--- config.mk ---
export PLATFORM = sky130hd
export DESIGN_NAME = plpdf_mul
export DESIGN_NICKNAME = d
export VERILOG_FILES = /design/src/design/piecewise_linear_pdf_sampler_assert.svh /design/src/design/plpdf_pkg.sv /design/src/design/plpdf_mul.sv
export SDC_FILE = /design/constraint.sdc
export NUM_CORES = 1
export LEC_CHECK = 0
export BUFFER_PORTS_ARGS = -buffer_cell sky130_fd_sc_hd__buf_2
export CAP_MARGIN = 20
export CORE_AREA = 2 2 124 138
export CTS_CLUSTER_DIAMETER = 150
export DETAILED_ROUTE_END_ITERATION = 7
export DIE_AREA = 0 0 126 140
export MAX_ROUTING_LAYER = met4
export PLACE_DENSITY = 0.73
export SETUP_SLACK_MARGIN = 0.2
export SLEW_MARGIN = 5
export SYNTH_ARGS = -nofsm -noshare
export SYNTH_HDL_FRONTEND = slang
export SYNTH_SLANG_ARGS = --single-unit
--- constraint.sdc ---
create_clock -name clock -period 9.75 [get_ports clock]
set_input_delay 1.95 -clock clock [delete_from_list [all_inputs] [get_ports clock]]
set_output_delay 1.95 -clock clock [all_outputs]
set_load 0.005 [all_outputs]
--- src/design/piecewise_linear_pdf_sampler_assert.svh ---
// ---------------------------------------------------------------------------
// Assertion macros for the piecewise-linear density sampler
// Concurrent checks that compile away when ASSERT_OFF is set.
// ---------------------------------------------------------------------------
`ifndef PIECEWISE_LINEAR_PDF_SAMPLER_ASSERT_SVH
`define PIECEWISE_LINEAR_PDF_SAMPLER_ASSERT_SVH
`ifndef ASSERT_OFF
`define PLPDF_ASSERT(lbl, clk, rst, prop) \
   lbl: assert property (@(posedge clk) disable iff (rst) prop) \
      else $error("plpdf assertion failed");
`define PLPDF_ASSERT_IMPL(lbl, clk, rst, ante, cons) \
   `PLPDF_ASSERT(lbl, clk, rst, (ante) |-> (cons))
`else
`define PLPDF_ASSERT(lbl, clk, rst, prop)
`define PLPDF_ASSERT_IMPL(lbl, clk, rst, ante, cons)
`endif
`endif

--- src/design/plpdf_pkg.sv ---
`timescale 1ns / 1ps
// ---------------------------------------------------------------------------
// plpdf_pkg
// Field widths, codes and arithmetic unit widths of the sampler.
// ---------------------------------------------------------------------------
package plpdf_pkg;
   localparam int KIND_W  = 1;
   localparam int IDX_W   = 6;
   localparam int X_W     = 32;
   localparam int Y_W     = 31;
   localparam int U_W     = 32;
   localparam int NUM_W   = 7;
   localparam int AREA_W  = 48;

   localparam logic [KIND_W-1:0] KIND_LOAD   = 1'b0;
   localparam logic [KIND_W-1:0] KIND_SAMPLE = 1'b1;

   // bit-serial multiplier: A parallel, B one bit a cycle
   localparam int MUL_A_W   = 49;
   localparam int MUL_B_W   = 32;
   localparam int MUL_P_W   = MUL_A_W + MUL_B_W;
   localparam int MUL_CNT_W = $clog2(MUL_B_W);

   // restoring divider: 96-bit dividend, 33-bit divisor, 64-bit quotient
   localparam int DIV_H_W   = 32;
   localparam int DIV_Q_W   = 64;
   localparam int DIV_D_W   = 33;
   localparam int DIV_CNT_W = $clog2(DIV_Q_W);
endpackage

--- src/design/plpdf_mul.sv ---
`timescale 1ns / 1ps
// ---------------------------------------------------------------------------
// plpdf_mul
// Bit-serial unsigned multiplier, one multiplier bit per cycle.
// ---------------------------------------------------------------------------
module plpdf_mul (
   input  logic                           clock,
   input  logic                           reset,
   input  logic                           start,
   input  logic [plpdf_pkg::MUL_A_W-1:0]  a,
   input  logic [plpdf_pkg::MUL_B_W-1:0]  b,
   output logic                           done,
   output logic [plpdf_pkg::MUL_P_W-1:0]  product
);
   import plpdf_pkg::*;

   logic                  busy_ff;
   logic                  done_ff;
   logic [MUL_CNT_W-1:0]  cnt_ff;
   logic [MUL_A_W-1:0]    mcand_ff;
   logic [MUL_A_W-1:0]    hi_ff;
   logic [MUL_B_W-1:0]    lo_ff;
   logic [MUL_A_W:0]      sum;

   assign sum = {1'b0, hi_ff} + (lo_ff[0] ? {1'b0, mcand_ff} : '0);

   always_ff @(posedge clock) begin
      if (reset) begin
         busy_ff <= 1'b0;
         done_ff <= 1'b0;
         cnt_ff  <= '0;
      end else begin
         done_ff <= 1'b0;
         if (start && !busy_ff) begin
            busy_ff <= 1'b1;
            cnt_ff  <= '0;
         end else if (busy_ff) begin
            cnt_ff <= cnt_ff + 1'b1;
            if (cnt_ff == MUL_CNT_W'(MUL_B_W - 1)) begin
               busy_ff <= 1'b0;
               done_ff <= 1'b1;
            end
         end
      end
   end

   // partial sum shifts down into the vacated multiplier bits
   always_ff @(posedge clock) begin
      if (start && !busy_ff) begin
         mcand_ff <= a;
         hi_ff    <= '0;
         lo_ff    <= b;
      end else if (busy_ff) begin
         hi_ff <= sum[MUL_A_W:1];
         lo_ff <= {sum[0], lo_ff[MUL_B_W-1:1]};
      end
   end

   assign done    = done_ff;
   assign product = {hi_ff, lo_ff};
endmodule

==> impl_metrics.tcl <==
set metrics [dict create \
    status "completed" \
    hold_class "flip-flop to flip-flop" \
    total_power_w 0.00203 \
    drv_cap 0 \
    post_dp_cell_area_um2 8910 \
    grt_first_pass_wirelength_um 32000 \
    placed_cells 1130 \
    r2r-start "lo_ff[0]" \
    maxSlewHeadroom_pct 34.3 \
    fmax_mhz 268 \
    instances_no_fill 1163 \
    worstSetupPathType "primary input to flip-flop" \
    worstHoldStart "hi_ff[34]" \
    synthCells 799 \
    cts_made_buffers 17 \
    drt_wl_total_um 19600 \
    cp-start-kind "primary input" \
    synthToLayoutAreaGrowth_pct 19.9 \
    ir_drop_mv 0.140 \
    netlist.area_leader.share_pct 30.7 \
    synth_warnings 0 \
    finalSetupViolCount 0 \
    fin_area_um2 9510 \
    die-area_um2 17600 \
    coreArea_um2 16200 \
    worstSkewPairLatency_ns 0.43 \
    reg2reg_depth 13 \
    tightest_slew_ns 0.986 \
    multi_input_area_um2 4110 \
    cp.required_ns 9.93 \
    drive_above_1_share_pct 25.6 \
    firstDrtPassIters 5 \
    endpoint "lo_ff[12]" \
    synth_edf_count 81 \
    fillCellCount 1481 \
    die_x_um 126 \
    cts_setup_buffers 0 \
    layout_common_cells "165 x buf_2, 81 x edfxtp_1, 78 x nand2_1" \
    cts_tree "done" \
    antenna_found_initial 0 \
    p_leak_nw 4.12 \
    hpwl_um 14200 \
    p_per_area_nw_per_um2 213 \
    synth_top_area_cell "edfxtp_1" \
    grt_usage_pct 23.3 \
    clkSinkCount 137 \
    synth_nets 935 \
    slew_viol_final 0 \
    vias 6610 \
    rsz0062_at_grt "no" \
    regArea_um2 3550 \
    die_y_um 140 \
    crit_start "start" \
    hold_viol 0 \
    arrival_ns 3.91 \
    antenna_left 0 \
    place.gp.congestion 0.899 \
    path_max_fanout 72 \
    grt_max_degree 73 \
    r2r_end "hi_ff[44]" \
    htreeDepth 4 \
    fin_crit_ns 3.73 \
    synthTopCellsByArea "edfxtp_1 31%, dfxtp_1 14%, ha_1 8.0%" \
    worst_slack_ns 6.02 \
    post-route-period-util_pct 38.3 \
    grt_overflow 0 \
    place_ws_ns 5.55 \
    ys.flop_type "edfxtp_1" \
    grt_pass1_vias 6602 \
    ios 166 \
    synth_area_um2 7930 \
    wl_per_cell_um 16.8 \
    cts_resized 0 \
    clock-root-buffer "clkbuf_16" \
    final_common_cell "buf_2" \
    fin_worst_skew_ns 0.00891 \
    rrSetupSlack_ns 6.09 \
    hold_buffers 0 \
    async_flop_share_pct 0 \
    avgSynthCellArea_um2 9.93 \
    nets 1081 \
    tns_ns 0 \
    rows 49 \
    ys_types 68 \
    clkSlewWorstSetupHoldPaths_ns 0.06 \
    viasPerCell 5.68 \
    ys_seq_elements 137 \
    drc 0 \
    clock_path_buffers 2 \
    drtIter0Drc 369 \
    end_kind "flip-flop" \
    ys_seq_area_share_pct 44.8 \
    initial_core_util_pct 49.0 \
    port_buffers 165 \
]
## flip-flops by register name, indices dropped and copies added (netlist names)
name / count
hi_ff: 49
mcand_ff: 49
lo_ff: 32
cnt_ff: 5
busy_ff: 1
done: 1
## report_power, final
part	total (W)	internal (W)	leakage [nW]	switching, W
clock	0.000645	0.000394	0.285	0.000251
combinational	0.000613	0.000266	2.59	0.000348
sequential	0.000771	0.000707	1.25	0.0000639
total	0.00203	0.00137	4.12	0.000663
## synthesized netlist by cell type, drive strengths merged, types with 4 or more instances
cell     n
o21ai   58
and4     6
mux2    32
o31ai    7
and2    51
a32o     4
nand2   78
nor3    16
dfxtp   56
xor2    18
o22ai    5
nor3b    6
nor2b    5
buf     11
ha      51
a31oi   10
and3     7
inv     27
o311ai   4
xnor2   22
a21o    26
nand4   18
a21oi   64
edfxtp  81
o21bai  16
nor2    29
nand3   15
clkbuf  33
## cell families after synthesis
group,Yosys count,synth area share [%]
and+or+nand+nor,241,16.0
buffers and inverters,71,3.53
muxes,33,4.67
AOI/OAI and AO/OA,225,18.3
adders and majority gates,52,8.30
xor gates and xnor gates,40,4.42
DFF,137,44.8
## worst min path at each step
stage                endpoint  slack [ns]  cells past startpoint
detailed placement  hi_ff[34]        0.48                      2
global placement    hi_ff[35]        0.46                      2
CTS                 hi_ff[19]        0.48                      2
global route        hi_ff[37]        0.51                      2
floorplan           hi_ff[44]        0.47                      2
finish              hi_ff[34]        0.48                      2
## per-layer routing
metal / routed length, µm / up-vias / share of wire (%) / GRT usage [%]
li1: - / 3250 / - / -
met1: 8440 / 3108 / 43 / 27.2
met2: 9600 / 223 / 49 / 39.4
met3: 1230 / 29 / 6.3 / 5.96
met4: 336 / 0 / 1.7 / 7.17
met5: 0 / - / 0 / -
## per-stage QoR
stage / util, % / hold slack [ns]
2_1_floorplan: - / 0.468
3_3_place_gp: 54.9 / 0.463
3_5_place_dp: 55.1 / 0.478
4_1_cts: 58.7 / 0.482
5_1_grt: 58.7 / 0.506
6_report: 58.7 / 0.480
## worst max-delay path, cell delays in order
cell and delay (ns):
buf_2 0.24, nor2b_4 0.41, buf_4 0.83, mux2_2 0.42
## cell type report
cell class	instances	area share, %
antenna	1	0.0263
clock buffer	20	4.91
clock inverter	12	1.30
inverter	27	1.07
multi-input combinational	591	43.3
sequential	137	37.4
tap	204	2.68
timing repair buffer	171	9.37
Note: power is estimated with default switching activity, not from simulation.
