<file path="config.mk">
export PLATFORM = sky130hd
export DESIGN_NAME = plpdf_div
export DESIGN_NICKNAME = d
export VERILOG_FILES = /design/src/design/piecewise_linear_pdf_sampler_assert.svh /design/src/design/plpdf_pkg.sv /design/src/design/plpdf_div.sv
export SDC_FILE = /design/constraint.sdc
export NUM_CORES = 1
export LEC_CHECK = 0
export BUFFER_PORTS_ARGS = -buffer_cell sky130_fd_sc_hd__buf_2
export CAP_MARGIN = 25
export CORE_ASPECT_RATIO = 0.6
export CORE_MARGIN = 3
export CORE_UTILIZATION = 50
export DETAILED_ROUTE_END_ITERATION = 7
export PLACE_DENSITY = 0.74
export SLEW_MARGIN = 20
export SYNTH_ARGS = -nofsm -noshare
export SYNTH_HDL_FRONTEND = slang
export SYNTH_SLANG_ARGS = --single-unit
</file>
<file path="constraint.sdc">
create_clock -name clock -period 3.5 [get_ports clock]
set_input_delay 0.875 -clock clock [delete_from_list [all_inputs] [get_ports clock]]
set_output_delay 0.875 -clock clock [all_outputs]
set_load 0.03 [all_outputs]
</file>
<file path="src/design/piecewise_linear_pdf_sampler_assert.svh">
// ---------------------------------------------------------------------------
// Assertion macros for the piecewise-linear density sampler
// Concurrent checks that compile away when ASSERT_OFF is set.
// ---------------------------------------------------------------------------
`ifndef PIECEWISE_LINEAR_PDF_SAMPLER_ASSERT_SVH
`define PIECEWISE_LINEAR_PDF_SAMPLER_ASSERT_SVH
`ifndef ASSERT_OFF
`define PLPDF_ASSERT(lbl, clk, rst, prop) \
   lbl: assert property (@(posedge clk) disable iff (rst) prop) \
      else $error("plpdf assertion failed");
`define PLPDF_ASSERT_IMPL(lbl, clk, rst, ante, cons) \
   `PLPDF_ASSERT(lbl, clk, rst, (ante) |-> (cons))
`else
`define PLPDF_ASSERT(lbl, clk, rst, prop)
`define PLPDF_ASSERT_IMPL(lbl, clk, rst, ante, cons)
`endif
`endif

</file>
<file path="src/design/plpdf_pkg.sv">
`timescale 1ns / 1ps
// ---------------------------------------------------------------------------
// plpdf_pkg
// Field widths, codes and arithmetic unit widths of the sampler.
// ---------------------------------------------------------------------------
package plpdf_pkg;
   localparam int KIND_W  = 1;
   localparam int IDX_W   = 6;
   localparam int X_W     = 32;
   localparam int Y_W     = 31;
   localparam int U_W     = 32;
   localparam int NUM_W   = 7;
   localparam int AREA_W  = 48;

   localparam logic [KIND_W-1:0] KIND_LOAD   = 1'b0;
   localparam logic [KIND_W-1:0] KIND_SAMPLE = 1'b1;

   // bit-serial multiplier: A parallel, B one bit a cycle
   localparam int MUL_A_W   = 49;
   localparam int MUL_B_W   = 32;
   localparam int MUL_P_W   = MUL_A_W + MUL_B_W;
   localparam int MUL_CNT_W = $clog2(MUL_B_W);

   // restoring divider: 96-bit dividend, 33-bit divisor, 64-bit quotient
   localparam int DIV_H_W   = 32;
   localparam int DIV_Q_W   = 64;
   localparam int DIV_D_W   = 33;
   localparam int DIV_CNT_W = $clog2(DIV_Q_W);
endpackage

</file>
<file path="src/design/plpdf_div.sv">
`timescale 1ns / 1ps
// ---------------------------------------------------------------------------
// plpdf_div
// Restoring divider, one quotient bit per cycle, saturating quotient.
// ---------------------------------------------------------------------------
module plpdf_div (
   input  logic                           clock,
   input  logic                           reset,
   input  logic                           start,
   input  logic [plpdf_pkg::DIV_H_W-1:0]  num_hi,
   input  logic [plpdf_pkg::DIV_Q_W-1:0]  num_lo,
   input  logic [plpdf_pkg::DIV_D_W-1:0]  den,
   output logic                           done,
   output logic [plpdf_pkg::DIV_Q_W-1:0]  quotient
);
   import plpdf_pkg::*;

   logic                  busy_ff;
   logic                  done_ff;
   logic [DIV_CNT_W-1:0]  cnt_ff;
   logic [DIV_D_W-1:0]    den_ff;
   logic [DIV_D_W-1:0]    rem_ff;
   logic [DIV_Q_W-1:0]    qs_ff;
   logic                  sat;
   logic [DIV_D_W:0]      sh;
   logic [DIV_D_W:0]      diff;
   logic                  ge;

   // quotient would not fit in 64 bits
   assign sat  = (den == '0) || ({1'b0, num_hi} >= den);
   assign sh   = {rem_ff, qs_ff[DIV_Q_W-1]};
   assign ge   = sh >= {1'b0, den_ff};
   assign diff = sh - {1'b0, den_ff};

   always_ff @(posedge clock) begin
      if (reset) begin
         busy_ff <= 1'b0;
         done_ff <= 1'b0;
         cnt_ff  <= '0;
      end else begin
         done_ff <= 1'b0;
         if (start && !busy_ff) begin
            busy_ff <= !sat;
            done_ff <= sat;
            cnt_ff  <= '0;
         end else if (busy_ff) begin
            cnt_ff <= cnt_ff + 1'b1;
            if (cnt_ff == DIV_CNT_W'(DIV_Q_W - 1)) begin
               busy_ff <= 1'b0;
               done_ff <= 1'b1;
            end
         end
      end
   end

   always_ff @(posedge clock) begin
      if (start && !busy_ff) begin
         den_ff <= den;
         rem_ff <= DIV_D_W'(num_hi);
         qs_ff  <= sat ? '1 : num_lo;
      end else if (busy_ff) begin
         rem_ff <= ge ? diff[DIV_D_W-1:0] : sh[DIV_D_W-1:0];
         qs_ff  <= {qs_ff[DIV_Q_W-2:0], ge};
      end
   end

   assign done     = done_ff;
   assign quotient = qs_ff;
endmodule

</file>
==> results.json <==
{
  "status": "finished clean",
  "dpl.hpwl_mm": 16.61,
  "finalSetupTns_ns": 0,
  "fin_worst_skew_ns": 0.007931,
  "worst_slew_pin_slew_ns": 0.8411,
  "die_h_um": 106.8,
  "dr.pass1.iters": 6,
  "routed_wl_mm": 22.38,
  "crit_path_start_kind": "flip-flop",
  "via_per_inst": 5.672,
  "leakagePower_nw": 4.571,
  "path_max_fanout": 14,
  "crit_type": "reg2reg",
  "end_kind": "flip-flop",
  "port_buffers": 196,
  "root_buffer": "clkbuf_16",
  "dr_total_vias": 6925,
  "die-area_um2": 18570,
  "synth_flop_cell": "edfxtp_1",
  "ys_ff_latch": 138,
  "grt_usage_pct": 23.78,
  "ioPinCount": 197,
  "grt_setup_unrepaired": "false",
  "dp_cells": 1187,
  "grt_pass1_vias": 6416,
  "synth_cell_types": 65,
  "grt_pass1_wl_mm": 34.77,
  "final-setup-viol-count": 0,
  "max_freq_ghz": 0.3021,
  "post-place-ws_ns": -0.04617,
  "fin_nets": 1179,
  "cts_max_path_buffers": 2,
  "antenna_cells": 0,
  "cts_sinks": 138,
  "cap_violations": 0,
  "hold_viol_final": 0,
  "first_iter_violations": 558,
  "grt_max_degree": 67,
  "final_cell_mix": "196 x buf_2, 129 x edfxtp_1, 77 x inv_1, 66 x ha_1, 63 x o22a_1",
  "start_util_pct": 51.60,
  "antenna_found_initial": 0,
  "gp_congestion": 0.8916,
  "antenna_left": 0,
  "final_layout_size_suffix_gt1_share_pct": 29.20,
  "ir_drop_v": 0.0003671,
  "fin_cells": 1221,
  "maxSlewViolCount": 0,
  "post-route-drc-count": 0,
  "fin_crit_sh_pct": 94.57,
  "async_flop_share_pct": 0,
  "clock_latency_ns": 0.42,
  "mostFrequentLayoutCell": "buf_2",
  "cts_hold_buf": 0,
  "cts_tree": "done",
  "syn2layout_area_growth_pct": 22.30,
  "final.fill_count": 1410,
  "ys_seq_area_share_pct": 47.91,
  "final_area_um2": 10350,
  "crit_arrival_ns": 3.43,
  "gr-total-overflow": 0,
  "syn_avg_cell_area_um2": 10.81,
  "netlist_instances": 783,
  "numCtsBuffers": 17,
  "hold_class": "reg2reg",
  "setup_ws_ns": 0.1900,
  "seq_area_um2": 4054,
  "relSlewSlack_pct": 43.78,
  "core_um2": 16400,
  "synth_fp_nets": 982,
  "yosysWarnings": 0,
  "critPathRequiredTime_ns": 3.62,
  "wire_per_inst_um": 18.33,
  "powerDensity_nw_per_um2": 761.2,
  "synth.cell_area_um2": 8461,
  "htree_num_levels": 4,
  "synth_enable_flop_cells": 129,
  "place_area_um2": 9671,
  "path_clk_slew_ns": 0.06,
  "period_needed_ns": 3.310,
  "die_x_um": 173.9,
  "num_rows": 36,
  "multi_input_area_um2": 3925
}
==> critical path, stage by stage (launching register included) <==
cell and delay (ns):
edfxtp_1 0.51, inv_1 0.11, ha_1 0.17, inv_1 0.05, fa_1 0.39, a21o_1 0.19, a21o_1 0.23, a31oi_4 0.28
o311a_4 0.23, a211oi_1 0.06, or2_4 0.30, buf_6 0.18, mux2i_1 0.20, a21oi_1 0.11
==> Yosys cell counts, drive strengths merged, types with 3 or more instances <==
cell	number	area share (%)
a21oi	66	4.6
nor2b	3	0.22
nand2	50	2.2
nor2	59	2.6
xnor2	17	1.8
nor3	8	0.59
o21ai	43	3.2
a31oi	7	0.67
mux2i	16	1.9
o211ai	5	0.44
a21o	34	3.0
buf	14	1.7
and3	4	0.35
dfxtp	9	2.1
a211oi	5	0.44
nand3	7	0.47
nand2b	4	0.30
ha	66	9.8
nand4	17	1.3
inv	79	3.5
o22a	63	6.5
nor4	9	0.74
clkbuf	21	0.93
xor2	14	1.4
edfxtp	129	46
==> power breakdown <==
| group | internal (mW) | total [mW] | switching [mW] |
|---|---|---|---|
| Sequential | 2.25 | 2.45 | 0.201 |
| Clock | 1.14 | 1.88 | 0.739 |
| Combinational | 1.50 | 3.55 | 2.05 |
==> layer usage <==
| layer | wire [um] | GRT usage (%) |
|---|---|---|
| met5 | 0 | 0 |
| met1 | 11110 | 38.18 |
| met2 | 8765 | 31.32 |
| met3 | 2337 | 6.759 |
| met4 | 170 | 4.644 |
==> repair_timing <==
item | CTS | global route
endpoints found under the setup margin | 0 | 17
resized for setup | 0 | 5
setup buffers | 0 | 1
==> cells by family after synthesis <==
kind of cell | Yosys count | synth area share (%)
xor+xnor | 31 | 3.209
buf+inv | 114 | 6.122
compound gates | 245 | 21.15
fa+ha+maj | 67 | 9.997
simple gates | 172 | 9.716
flops | 138 | 47.91
mux | 16 | 1.893
==> flip-flops by register name (all words and copies together), names as in the netlist <==
name	cells
quotient	64
den_ff	33
rem_ff	33
cnt_ff	6
busy_ff	1
done	1
==> per-stage QoR <==
step,hold slack (ns),total power [mW],utilization (%)
after floorplan,0.4584,5.152,-
after global placement,0.4757,5.785,58.98
after detailed placement,0.4809,5.852,58.98
after CTS,0.4930,7.760,62.74
after global routing,0.5165,8.354,63.11
final,0.4921,7.877,63.11
==> worst paths after layout <==
path | from | end | slack, ns | depth (start not counted)
hold reg to reg | cnt_ff[5] | cnt_ff[5] | 0.49 | 2
setup / recovery | quotient[63] | rem_ff[23] | 0.19 | 13
hold / removal | cnt_ff[5] | cnt_ff[5] | 0.49 | 2
setup reg to reg | quotient[63] | rem_ff[23] | 0.19 | 13
==> cell type report <==
| class | instances | share of cell area (%) |
|---|---|---|
| Sequential cell | 138 | 39.18 |
| Timing Repair Buffer | 213 | 11.28 |
| Inverter | 79 | 2.902 |
| Tap cell | 228 | 2.757 |
| Multi-Input combinational cell | 531 | 37.93 |
| Clock buffer | 17 | 4.111 |
| Clock inverter | 15 | 1.838 |
Note: power is estimated with default switching activity, not from simulation.
